### src/rtl/nrt_pkg.sv
`default_nettype none
package nrt_pkg;

  localparam int unsigned IdW      = 24;
  localparam int unsigned RssiW    = 8;
  localparam int unsigned TimeW    = 32;
  localparam int unsigned EntryW   = IdW + RssiW + TimeW;
  localparam int unsigned CfgIdxW  = 3;
  localparam int unsigned CfgDataW = 32;

  localparam logic [2:0] ST_UPDATED   = 3'd0;
  localparam logic [2:0] ST_NEW       = 3'd1;
  localparam logic [2:0] ST_BAD_MAGIC = 3'd2;
  localparam logic [2:0] ST_WEAK      = 3'd3;
  localparam logic [2:0] ST_SELF      = 3'd4;
  localparam logic [2:0] ST_FULL      = 3'd5;
  localparam logic [2:0] ST_PRUNED    = 3'd6;

  localparam logic [CfgIdxW-1:0] REG_OWN_ID     = 3'd0;
  localparam logic [CfgIdxW-1:0] REG_NEAR_THR   = 3'd1;
  localparam logic [CfgIdxW-1:0] REG_MAGIC      = 3'd2;
  localparam logic [CfgIdxW-1:0] REG_RELAY_PCT  = 3'd3;
  localparam logic [CfgIdxW-1:0] REG_TIMEOUT    = 3'd4;

  localparam logic [1:0] PEER_ACTIVE = 2'd1;

  localparam logic signed [7:0] RSSI_STRONG = -8'sd55;
  localparam logic signed [7:0] RSSI_MID    = -8'sd65;
  localparam logic [7:0] ALPHA_STRONG = 8'd141;
  localparam logic [7:0] ALPHA_MID    = 8'd97;
  localparam logic [7:0] ALPHA_WEAK   = 8'd64;

  localparam logic [7:0] MIN_RELAY_BRIGHT = 8'd80;

  localparam logic signed [7:0]  NEAR_THR_RESET  = -8'sd70;
  localparam logic [6:0]         RELAY_PCT_RESET = 7'd30;
  localparam logic [31:0]        TIMEOUT_RESET   = 32'd10000;

endpackage
`default_nettype wire

### src/rtl/nrt_ram.sv
`default_nettype none
module nrt_ram #(
  parameter int unsigned Width = 64,
  parameter int unsigned Depth = 8
) (
  input  wire logic                                   clk_i,
  input  wire logic                                   we_i,
  input  wire logic [(Depth > 1 ? $clog2(Depth) : 1)-1:0] waddr_i,
  input  wire logic [Width-1:0]                       wdata_i,
  input  wire logic [(Depth > 1 ? $clog2(Depth) : 1)-1:0] raddr_i,
  output logic      [Width-1:0]                       rdata_o
);

  logic [Width-1:0] mem [Depth];

  always_ff @(posedge clk_i) begin
    if (we_i) begin
      mem[waddr_i] <= wdata_i;
    end
    rdata_o <= mem[raddr_i];
  end

endmodule
`default_nettype wire

### src/rtl/nrt_ema.sv
`default_nettype none
module nrt_ema (
  input  wire logic              clk_i,
  input  wire logic              en_i,
  input  wire logic signed [7:0] prev_i,
  input  wire logic signed [7:0] raw_i,
  output logic signed [7:0]      smooth_o
);
  import nrt_pkg::*;

  logic [7:0]         alpha;
  logic signed [17:0] diff;
  logic signed [17:0] num_d;
  logic signed [17:0] num_q;
  logic signed [17:0] mag;
  logic signed [17:0] quo;
  logic signed [17:0] res;

  always_comb begin
    if (raw_i >= RSSI_STRONG) begin
      alpha = ALPHA_STRONG;
    end else if (raw_i >= RSSI_MID) begin
      alpha = ALPHA_MID;
    end else begin
      alpha = ALPHA_WEAK;
    end
    diff  = 18'(raw_i) - 18'(prev_i);
    num_d = (18'(prev_i) <<< 8) + $signed({10'd0, alpha}) * diff;
  end

  always_ff @(posedge clk_i) begin
    if (en_i) begin
      num_q <= num_d;
    end
  end

  // Round to nearest with ties away from zero by working on the magnitude.
  always_comb begin
    mag      = num_q[17] ? -num_q : num_q;
    quo      = $signed((mag + 18'sd128) >>> 8);
    res      = num_q[17] ? -quo : quo;
    smooth_o = res[7:0];
  end

endmodule
`default_nettype wire

### src/rtl/neighbor_rssi_table.sv
`default_nettype none
// Neighbor table for radio adverts. An advert transaction is checked against the
// magic byte, the near threshold and the own id; a surviving advert walks the
// table one entry per cycle through a payload RAM with one read and one write
// port to find its peer or the lowest free entry. For a found peer it then
// smooths the RSSI in a multiply and round unit; a found or new entry is then
// written back. An advert thus updates an entry, claims a new entry or finds
// the table full; a dropped advert skips the walk, and a prune transaction
// walks the table and clears entries older than the timeout. Valid bits live
// in flip-flops and are cleared at reset, so no clearing pass is needed. The
// next input is taken once the result is registered, even while it still
// waits on the output side.
module neighbor_rssi_table #(
  parameter int unsigned TABLE_ENTRIES = 8
) (
  input  wire logic                           clk_i,
  input  wire logic                           rst_ni,
  input  wire logic                           cfg_we_i,
  input  wire logic [nrt_pkg::CfgIdxW-1:0]    cfg_idx_i,
  input  wire logic [nrt_pkg::CfgDataW-1:0]   cfg_wdata_i,
  input  wire logic                           in_valid_i,
  output logic                                in_ready_o,
  input  wire logic                           in_func_i,
  input  wire logic [31:0]                    in_now_ms_i,
  input  wire logic [23:0]                    in_peer_id_i,
  input  wire logic [7:0]                     in_magic_i,
  input  wire logic signed [7:0]              in_rssi_i,
  input  wire logic [1:0]                     in_peer_state_i,
  input  wire logic [7:0]                     in_peer_brightness_i,
  input  wire logic                           in_lamp_listening_i,
  input  wire logic [6:0]                     in_rand_pct_i,
  output logic                                out_valid_o,
  input  wire logic                           out_ready_i,
  output logic [2:0]                          out_status_o,
  output logic [2:0]                          out_slot_o,
  output logic signed [7:0]                   out_smoothed_rssi_o,
  output logic                                out_relay_fire_o,
  output logic [7:0]                          out_relay_brightness_o,
  output logic [3:0]                          out_removed_count_o
);
  import nrt_pkg::*;

  localparam int unsigned AW   = (TABLE_ENTRIES > 1) ? $clog2(TABLE_ENTRIES) : 1;
  localparam int unsigned CW   = $clog2(TABLE_ENTRIES + 1);
  localparam logic [AW-1:0] LastIdx = AW'(TABLE_ENTRIES - 1);

  localparam logic [2:0] S_IDLE = 3'd0;
  localparam logic [2:0] S_SCAN = 3'd1;
  localparam logic [2:0] S_DEC  = 3'd2;
  localparam logic [2:0] S_MUL  = 3'd3;
  localparam logic [2:0] S_RND  = 3'd4;
  localparam logic [2:0] S_WR   = 3'd5;
  localparam logic [2:0] S_DONE = 3'd6;

  logic [2:0]              state_q;
  logic [23:0]             own_id_q;
  logic signed [7:0]       near_thr_q;
  logic [7:0]              magic_q;
  logic [6:0]              relay_pct_q;
  logic [31:0]             timeout_q;

  logic                    func_q;
  logic [31:0]             now_q;
  logic [23:0]             pid_q;
  logic signed [7:0]       rssi_q;
  logic [1:0]              pst_q;
  logic [7:0]              pbr_q;
  logic                    lis_q;
  logic [6:0]              rnd_q;

  logic [TABLE_ENTRIES-1:0] valid_q;
  logic [CW-1:0]           cnt_q;
  logic                    rd_vld_q;
  logic [AW-1:0]           rd_idx_q;
  logic                    found_q;
  logic                    free_q;
  logic [AW-1:0]           found_idx_q;
  logic [AW-1:0]           free_idx_q;
  logic signed [7:0]       prev_q;
  logic [AW-1:0]           slot_q;
  logic signed [7:0]       sm_q;
  logic [2:0]              status_q;
  logic [CW-1:0]           removed_q;

  logic [EntryW-1:0]       rd_data;
  logic [23:0]             rd_pid;
  logic [31:0]             rd_last;
  logic signed [7:0]       rd_rssi;
  logic [31:0]             age;
  logic                    ram_we;
  logic signed [7:0]       ema_sm;
  logic                    accepted;
  logic                    fire;
  logic                    out_load;

  assign in_ready_o = (state_q == S_IDLE);
  assign ram_we     = (state_q == S_WR);
  assign rd_pid     = rd_data[EntryW-1 -: IdW];
  assign rd_rssi    = rd_data[TimeW +: RssiW];
  assign rd_last    = rd_data[TimeW-1:0];
  assign age        = now_q - rd_last;
  assign accepted   = (status_q == ST_NEW) || (status_q == ST_UPDATED);
  assign fire       = accepted && (pst_q == PEER_ACTIVE) && lis_q && (rnd_q < relay_pct_q);
  assign out_load   = (state_q == S_DONE) && (!out_valid_o || out_ready_i);

  nrt_ram #(
    .Width (EntryW),
    .Depth (TABLE_ENTRIES)
  ) u_ram (
    .clk_i   (clk_i),
    .we_i    (ram_we),
    .waddr_i (slot_q),
    .wdata_i ({pid_q, sm_q, now_q}),
    .raddr_i (cnt_q[AW-1:0]),
    .rdata_o (rd_data)
  );

  nrt_ema u_ema (
    .clk_i    (clk_i),
    .en_i     (state_q == S_MUL),
    .prev_i   (prev_q),
    .raw_i    (rssi_q),
    .smooth_o (ema_sm)
  );

  always_ff @(posedge clk_i or negedge rst_ni) begin
    if (!rst_ni) begin
      own_id_q    <= '0;
      near_thr_q  <= NEAR_THR_RESET;
      magic_q     <= '0;
      relay_pct_q <= RELAY_PCT_RESET;
      timeout_q   <= TIMEOUT_RESET;
    end else if (cfg_we_i) begin
      case (cfg_idx_i)
        REG_OWN_ID:    own_id_q    <= cfg_wdata_i[23:0];
        REG_NEAR_THR:  near_thr_q  <= $signed(cfg_wdata_i[7:0]);
        REG_MAGIC:     magic_q     <= cfg_wdata_i[7:0];
        REG_RELAY_PCT: relay_pct_q <= cfg_wdata_i[6:0];
        REG_TIMEOUT:   timeout_q   <= cfg_wdata_i;
        default: ;
      endcase
    end
  end

  always_ff @(posedge clk_i or negedge rst_ni) begin
    if (!rst_ni) begin
      state_q     <= S_IDLE;
      valid_q     <= '0;
      cnt_q       <= '0;
      rd_vld_q    <= 1'b0;
      rd_idx_q    <= '0;
      found_q     <= 1'b0;
      free_q      <= 1'b0;
      found_idx_q <= '0;
      free_idx_q  <= '0;
      prev_q      <= '0;
      slot_q      <= '0;
      sm_q        <= '0;
      status_q    <= ST_UPDATED;
      removed_q   <= '0;
      func_q      <= 1'b0;
      now_q       <= '0;
      pid_q       <= '0;
      rssi_q      <= '0;
      pst_q       <= '0;
      pbr_q       <= '0;
      lis_q       <= 1'b0;
      rnd_q       <= '0;
    end else begin
      case (state_q)
        S_IDLE: begin
          if (in_valid_i) begin
            func_q    <= in_func_i;
            now_q     <= in_now_ms_i;
            pid_q     <= in_peer_id_i;
            rssi_q    <= in_rssi_i;
            pst_q     <= in_peer_state_i;
            pbr_q     <= in_peer_brightness_i;
            lis_q     <= in_lamp_listening_i;
            rnd_q     <= in_rand_pct_i;
            cnt_q     <= '0;
            rd_vld_q  <= 1'b0;
            found_q   <= 1'b0;
            free_q    <= 1'b0;
            removed_q <= '0;
            if (in_func_i) begin
              status_q <= ST_PRUNED;
              state_q  <= S_SCAN;
            end else if (in_magic_i != magic_q) begin
              status_q <= ST_BAD_MAGIC;
              state_q  <= S_DONE;
            end else if (in_rssi_i < near_thr_q) begin
              status_q <= ST_WEAK;
              state_q  <= S_DONE;
            end else if (in_peer_id_i == own_id_q) begin
              status_q <= ST_SELF;
              state_q  <= S_DONE;
            end else begin
              state_q <= S_SCAN;
            end
          end
        end
        S_SCAN: begin
          if (cnt_q < CW'(TABLE_ENTRIES)) begin
            cnt_q    <= cnt_q + CW'(1);
            rd_vld_q <= 1'b1;
            rd_idx_q <= cnt_q[AW-1:0];
          end else begin
            rd_vld_q <= 1'b0;
          end
          if (rd_vld_q) begin
            if (func_q) begin
              if (valid_q[rd_idx_q] && (age > timeout_q)) begin
                valid_q[rd_idx_q] <= 1'b0;
                removed_q         <= removed_q + CW'(1);
              end
            end else if (valid_q[rd_idx_q]) begin
              if (!found_q && (rd_pid == pid_q)) begin
                found_q     <= 1'b1;
                found_idx_q <= rd_idx_q;
                prev_q      <= rd_rssi;
              end
            end else if (!free_q) begin
              free_q     <= 1'b1;
              free_idx_q <= rd_idx_q;
            end
            if (rd_idx_q == LastIdx) begin
              state_q <= S_DEC;
            end
          end
        end
        S_DEC: begin
          if (func_q) begin
            state_q <= S_DONE;
          end else if (found_q) begin
            slot_q   <= found_idx_q;
            status_q <= ST_UPDATED;
            state_q  <= S_MUL;
          end else if (free_q) begin
            slot_q   <= free_idx_q;
            sm_q     <= rssi_q;
            status_q <= ST_NEW;
            state_q  <= S_WR;
          end else begin
            status_q <= ST_FULL;
            state_q  <= S_DONE;
          end
        end
        S_MUL: begin
          state_q <= S_RND;
        end
        S_RND: begin
          sm_q    <= ema_sm;
          state_q <= S_WR;
        end
        S_WR: begin
          valid_q[slot_q] <= 1'b1;
          state_q         <= S_DONE;
        end
        S_DONE: begin
          if (out_load) begin
            state_q <= S_IDLE;
          end
        end
        default: begin
          state_q <= S_IDLE;
        end
      endcase
    end
  end

  always_ff @(posedge clk_i or negedge rst_ni) begin
    if (!rst_ni) begin
      out_valid_o            <= 1'b0;
      out_status_o           <= ST_UPDATED;
      out_slot_o             <= '0;
      out_smoothed_rssi_o    <= '0;
      out_relay_fire_o       <= 1'b0;
      out_relay_brightness_o <= '0;
      out_removed_count_o    <= '0;
    end else if (out_load) begin
      out_valid_o            <= 1'b1;
      out_status_o           <= status_q;
      out_slot_o             <= accepted ? 3'(slot_q) : 3'd0;
      out_smoothed_rssi_o    <= accepted ? sm_q : 8'sd0;
      out_relay_fire_o       <= fire;
      out_relay_brightness_o <= !fire ? 8'd0 :
                                (pbr_q < MIN_RELAY_BRIGHT) ? MIN_RELAY_BRIGHT : pbr_q;
      out_removed_count_o    <= (status_q == ST_PRUNED) ? 4'(removed_q) : 4'd0;
    end else if (out_ready_i) begin
      out_valid_o <= 1'b0;
    end
  end

endmodule
`default_nettype wire
### config.mk
export PLATFORM = sky130hd
export DESIGN_NAME = neighbor_rssi_table
export DESIGN_NICKNAME = d
export VERILOG_FILES = /design/src/rtl/nrt_pkg.sv /design/src/rtl/nrt_ram.sv /design/src/rtl/nrt_ema.sv /design/src/rtl/neighbor_rssi_table.sv
export SDC_FILE = /design/constraint.sdc
export NUM_CORES = 1
export LEC_CHECK = 0
export BUFFER_PORTS_ARGS = -buffer_cell sky130_fd_sc_hd__clkbuf_2
export CAP_MARGIN = 20
export CORE_MARGIN = 10
export CORE_UTILIZATION = 36
export CTS_BUF_LIST = sky130_fd_sc_hd__clkbuf_2 sky130_fd_sc_hd__clkbuf_4 sky130_fd_sc_hd__clkbuf_8
export DETAILED_ROUTE_END_ITERATION = 7
export PLACE_DENSITY_LB_ADDON = 0.12
export SLEW_MARGIN = 20
export SYNTH_ARGS = -nofsm -noshare
export SYNTH_HDL_FRONTEND = slang
export SYNTH_SLANG_ARGS = --single-unit
### constraint.sdc
create_clock -name clk_i -period 15.6 [get_ports clk_i]
set_input_delay 0.78 -clock clk_i [delete_from_list [all_inputs] [get_ports clk_i]]
set_output_delay 0.78 -clock clk_i [all_outputs]
set_load 0.005 [all_outputs]
==> flow_summary.html <==
<table>
<tr><th>Metric</th><th>Value</th></tr>
<tr><th colspan="2">Setup path</th></tr>
<tr><td>Max stage delay cell, worst path</td><td>fa_1</td></tr>
<tr><td>Largest incremental delay on the critical path</td><td>0.58 ns</td></tr>
<tr><td>Capture point of the worst path</td><td>u_ema.num_q[17]</td></tr>
<tr><td>CP required</td><td>16.15 ns</td></tr>
<tr><td>Arrival @ worst endpoint</td><td>7.60 ns</td></tr>
<tr><td>FF-to-FF path depth</td><td>26</td></tr>
<tr><td>Worst setup EP type</td><td>flip-flop</td></tr>
<tr><td>Startpoint types</td><td>flip-flop</td></tr>
<tr><td>Top fanout value on the critical path</td><td>4</td></tr>
<tr><td>Start of the worst register-to-register path</td><td>rssi_q[0]</td></tr>
<tr><td>Reg-to-reg critical path endpoint</td><td>u_ema.num_q[17]</td></tr>
<tr><td>Critical Path Start</td><td>rssi_q[0]</td></tr>
<tr><td>Kind of critical path</td><td>flip-flop to flip-flop</td></tr>
<tr><td>R2R Setup Slk</td><td>about 8.6 ns</td></tr>
<tr><td>Cell with the most instances on the worst path</td><td>fa_1</td></tr>
<tr><th colspan="2">STA</th></tr>
<tr><td>Normalized max-slew margin</td><td>just under 30%</td></tr>
<tr><td>Total negative slack for setup checks</td><td>0 ns</td></tr>
<tr><td>Setup violations, final</td><td>0</td></tr>
<tr><td>Final clock period utilization by the worst path</td><td>45.1%</td></tr>
<tr><td>RSZ-0062 raised after global routing</td><td>no</td></tr>
<tr><td>Worst Tran Pin Value</td><td>1.06 ns</td></tr>
<tr><td>Clock period minus final worst setup slack</td><td>7.04 ns</td></tr>
<tr><td>Max Freq</td><td>142 MHz</td></tr>
<tr><td>Hold violation total from the final report</td><td>0</td></tr>
<tr><td>Max Clock Skew</td><td>0.0349 ns</td></tr>
<tr><td>Pins over their slew limit</td><td>0</td></tr>
<tr><th colspan="2">Detailed routing</th></tr>
<tr><td>Post-DR wirelength/cell</td><td>~23 um</td></tr>
<tr><td>Post-detailed-route count of antenna-violating nets</td><td>0</td></tr>
<tr><td>DRC violation total after the first TritonRoute iteration</td><td>~1400</td></tr>
<tr><td>Number of DRC violations after detailed routing</td><td>0</td></tr>
<tr><td>Total routed wirelength</td><td>a little under 100000 um</td></tr>
<tr><td>Total iterations of the first detailed-routing run</td><td>5</td></tr>
<tr><td>Per-cell via count in the routed design</td><td>~5.0</td></tr>
<tr><td>Total number of vias</td><td>approximately 22000</td></tr>
<tr><th colspan="2">Logic synthesis</th></tr>
<tr><td>Synth warn</td><td>0</td></tr>
<tr><td>Mean post-synth cell area</td><td>14.2 um2</td></tr>
<tr><td>Count of flip-flops with a built-in enable after synthesis</td><td>~530</td></tr>
<tr><td>Post-synthesis async set-or-reset flop share</td><td>between 20% and 30%</td></tr>
<tr><td>Leading register cell type out of synthesis</td><td>edfxtp_1</td></tr>
<tr><td>Number of distinct library cells after synthesis</td><td>73</td></tr>
<tr><td>Number of instances in the synthesized netlist</td><td>approximately 2600</td></tr>
<tr><td>Register bit count reported by yosys</td><td>~840</td></tr>
<tr><td>Sequential-to-total area share from yosys stat</td><td>62.5%</td></tr>
<tr><td>Area of the mapped netlist</td><td>37200 um2</td></tr>
<tr><th colspan="2">Clocking</th></tr>
<tr><td>CTS clk-pin slew, worst paths</td><td>0.06 ns</td></tr>
<tr><td>H-tree levels</td><td>4</td></tr>
<tr><td>Buffer depth of the longest clock path</td><td>3</td></tr>
<tr><td>Number of sinks handled by clock tree synthesis</td><td>836</td></tr>
<tr><td>CTS Buf Count</td><td>around 150</td></tr>
<tr><td>Post-CTS setup buffer count</td><td>0</td></tr>
<tr><td>CTS tree</td><td>built</td></tr>
<tr><td>Clock tree root buffer cell</td><td>clkbuf_8</td></tr>
<tr><td>Insertion delay to the later sink of the worst-skew pair</td><td>between 0.8 and 0.9 ns</td></tr>
<tr><th colspan="2">Die</th></tr>
<tr><td>Number of placed I/O pins</td><td>160</td></tr>
<tr><td>Floorplan Core Area</td><td>102000 um2</td></tr>
<tr><td>Die H</td><td>341 um</td></tr>
<tr><td>Full die area</td><td>approximately 120000 um2</td></tr>
<tr><td>Starting density of the core</td><td>between 30% and 40%</td></tr>
<tr><td>Number of standard-cell rows in the floorplan</td><td>117</td></tr>
<tr><td>Width of the die</td><td>341 um</td></tr>
<tr><th colspan="2">Finish</th></tr>
<tr><td>Synthesis-to-layout area growth</td><td>15.2%</td></tr>
<tr><td>Most common library cell in the layout ignoring fill and taps</td><td>edfxtp_1</td></tr>
<tr><td>Commonest cells after routing, fill and taps aside</td><td>edfxtp_1, nand2_1, dfrtp_1</td></tr>
<tr><td>Number of nets in the final layout</td><td>3198</td></tr>
<tr><td>Fraction of layout cells with a size suffix above 1</td><td>about a quarter</td></tr>
<tr><th colspan="2">Global route</th></tr>
<tr><td>Initial antenna violation count</td><td>6</td></tr>
<tr><td>Total gr overflow</td><td>0</td></tr>
<tr><td>Number of global-route vias before repair</td><td>23300</td></tr>
<tr><td>Maximum number of pins on one net before global-route repair</td><td>98</td></tr>
<tr><td>Wire length of the first global-routing pass</td><td>149000 um</td></tr>
<tr><td>All-Layer GR Usage</td><td>17.0%</td></tr>
<tr><th colspan="2">Flow run</th></tr>
<tr><td>Max-cap violation count</td><td>0</td></tr>
<tr><th colspan="2">Min path</th></tr>
<tr><td>HP Class</td><td>input port to flip-flop</td></tr>
<tr><th colspan="2">Placement</th></tr>
<tr><td>Detailed placement HPWL</td><td>approximately 64000 um</td></tr>
<tr><td>Number of I/O port buffers</td><td>roughly 160</td></tr>
<tr><td>Routability Congestion</td><td>0.795</td></tr>
<tr><th colspan="2">Run status</th></tr>
<tr><td>Result of the run</td><td>completed</td></tr>
</table>
final cells by class:
cell class / instances / area [um2]
multi-input cells: 1496 / 12900
clock buffers: 215 / 2610
fillers: 9617 / 59300
flip-flops and latches: 836 / 23300
well taps: 1368 / 1710
clock inverters: 58 / 455
repair buffers: 192 / 1100
diodes: 3 / 7.51
inverters: 210 / 788
layer usage:
layer	routed length, um	GRT usage, %	up-vias
met2	46400	27.2	512
met4	2090	4.98	0
met5	0	0	-
met3	4800	3.47	133
met1	45600	23.2	11200
li1	-	-	10000
sequential cells by signal (all words and copies together), names as in the netlist, 7 cells and up:
name	count
u_ram.mem	512
u_ram.rdata_o	64
now_q	32
timeout_q	32
own_id_q	24
pid_q	24
u_ema.num_q	17
magic_q	8
near_thr_q	8
out_relay_brightness_o	8
out_smoothed_rssi_o	8
pbr_q	8
prev_q	8
rssi_q	8
sm_q	8
valid_q	8
relay_pct_q	7
rnd_q	7
worst max-delay path, delay by kind of cell, from the launching register on:
family / cells / cell delay (ns)
simple gates: 2 / 0.23
fa+ha+maj: 8 / 3.23
xor+xnor: 2 / 0.51
buf+inv: 4 / 0.28
flops: 1 / 0.41
compound gates: 10 / 2.09
Yosys cell counts (all sizes together), types with 7 or more instances:
library cell | n | area (um2)
a211oi | 10 | 75.1
a21o | 38 | 285
a21oi | 72 | 360
a22o | 17 | 149
a31oi | 10 | 62.6
a41oi | 8 | 77.6
buf | 16 | 62.6
clkbuf | 76 | 285
dfrtp | 229 | 5730
dfstp | 14 | 368
dfxtp | 64 | 1280
edfxtp | 529 | 15900
fa | 51 | 1020
ha | 133 | 1660
inv | 209 | 785
mux2 | 120 | 1350
mux2i | 13 | 130
mux4 | 130 | 2930
nand2 | 373 | 1400
nand2b | 15 | 93.8
nand3 | 28 | 140
nand4 | 16 | 100
nor2 | 95 | 357
nor2b | 16 | 100
nor3 | 23 | 115
nor4 | 12 | 81.3
o21a | 9 | 67.6
o21ai | 102 | 510
o31ai | 7 | 57.6
xnor2 | 77 | 674
xor2 | 45 | 394
kinds of logic (layout without fill, tap and decap cells):
group | Yosys count | count (layout) | share of synthesized area, %
buffers and inverters | 302 | 675 | 3.05
flip-flops | 836 | 836 | 62.5
other | 2 | 10 | 0.0202
AND/OR/NAND/NOR | 606 | 606 | 6.97
multiplexers | 263 | 263 | 11.9
adder cells (fa/ha/maj) | 184 | 184 | 7.22
AO/OA/AOI/OAI | 313 | 313 | 5.42
XOR/XNOR | 123 | 123 | 2.93
metrics by stage:
stage	hold WS (ns)	cells	utilization (%)	instance area, um2	setup slack (ns)
after global placement	0.435	4099	38.9	39700	8.71
after floorplan	0.410	2634	-	37200	9.30
after CTS	0.0735	4375	41.9	42900	8.55
after detailed placement	0.427	4101	38.9	39800	8.58
final	0.157	4378	41.9	42900	8.56
after global routing	0.112	4376	41.9	42900	8.02
worst min path at each step:
stage | cells after the start | from | endpoint | slack (ns)
finish | 3 | in_now_ms_i[6] | now_q[6] | 0.16
global route | 3 | in_peer_brightness_i[3] | pbr_q[3] | 0.11
floorplan | 2 | u_ram.rdata_o[33] | prev_q[1] | 0.41
global placement | 2 | u_ram.rdata_o[36] | prev_q[4] | 0.44
CTS | 3 | in_now_ms_i[6] | now_q[6] | 0.07
detailed placement | 2 | u_ram.rdata_o[36] | prev_q[4] | 0.43
repair_timing:
action	4_1_cts	5_1_grt
gates resized for setup	0	0
hold buffers	1	0
hold endpoints to repair	76	0
Power is left out: the tool's default activity adds up to more than one toggle a clock period on the data nets, which glitch-free logic cannot reach.
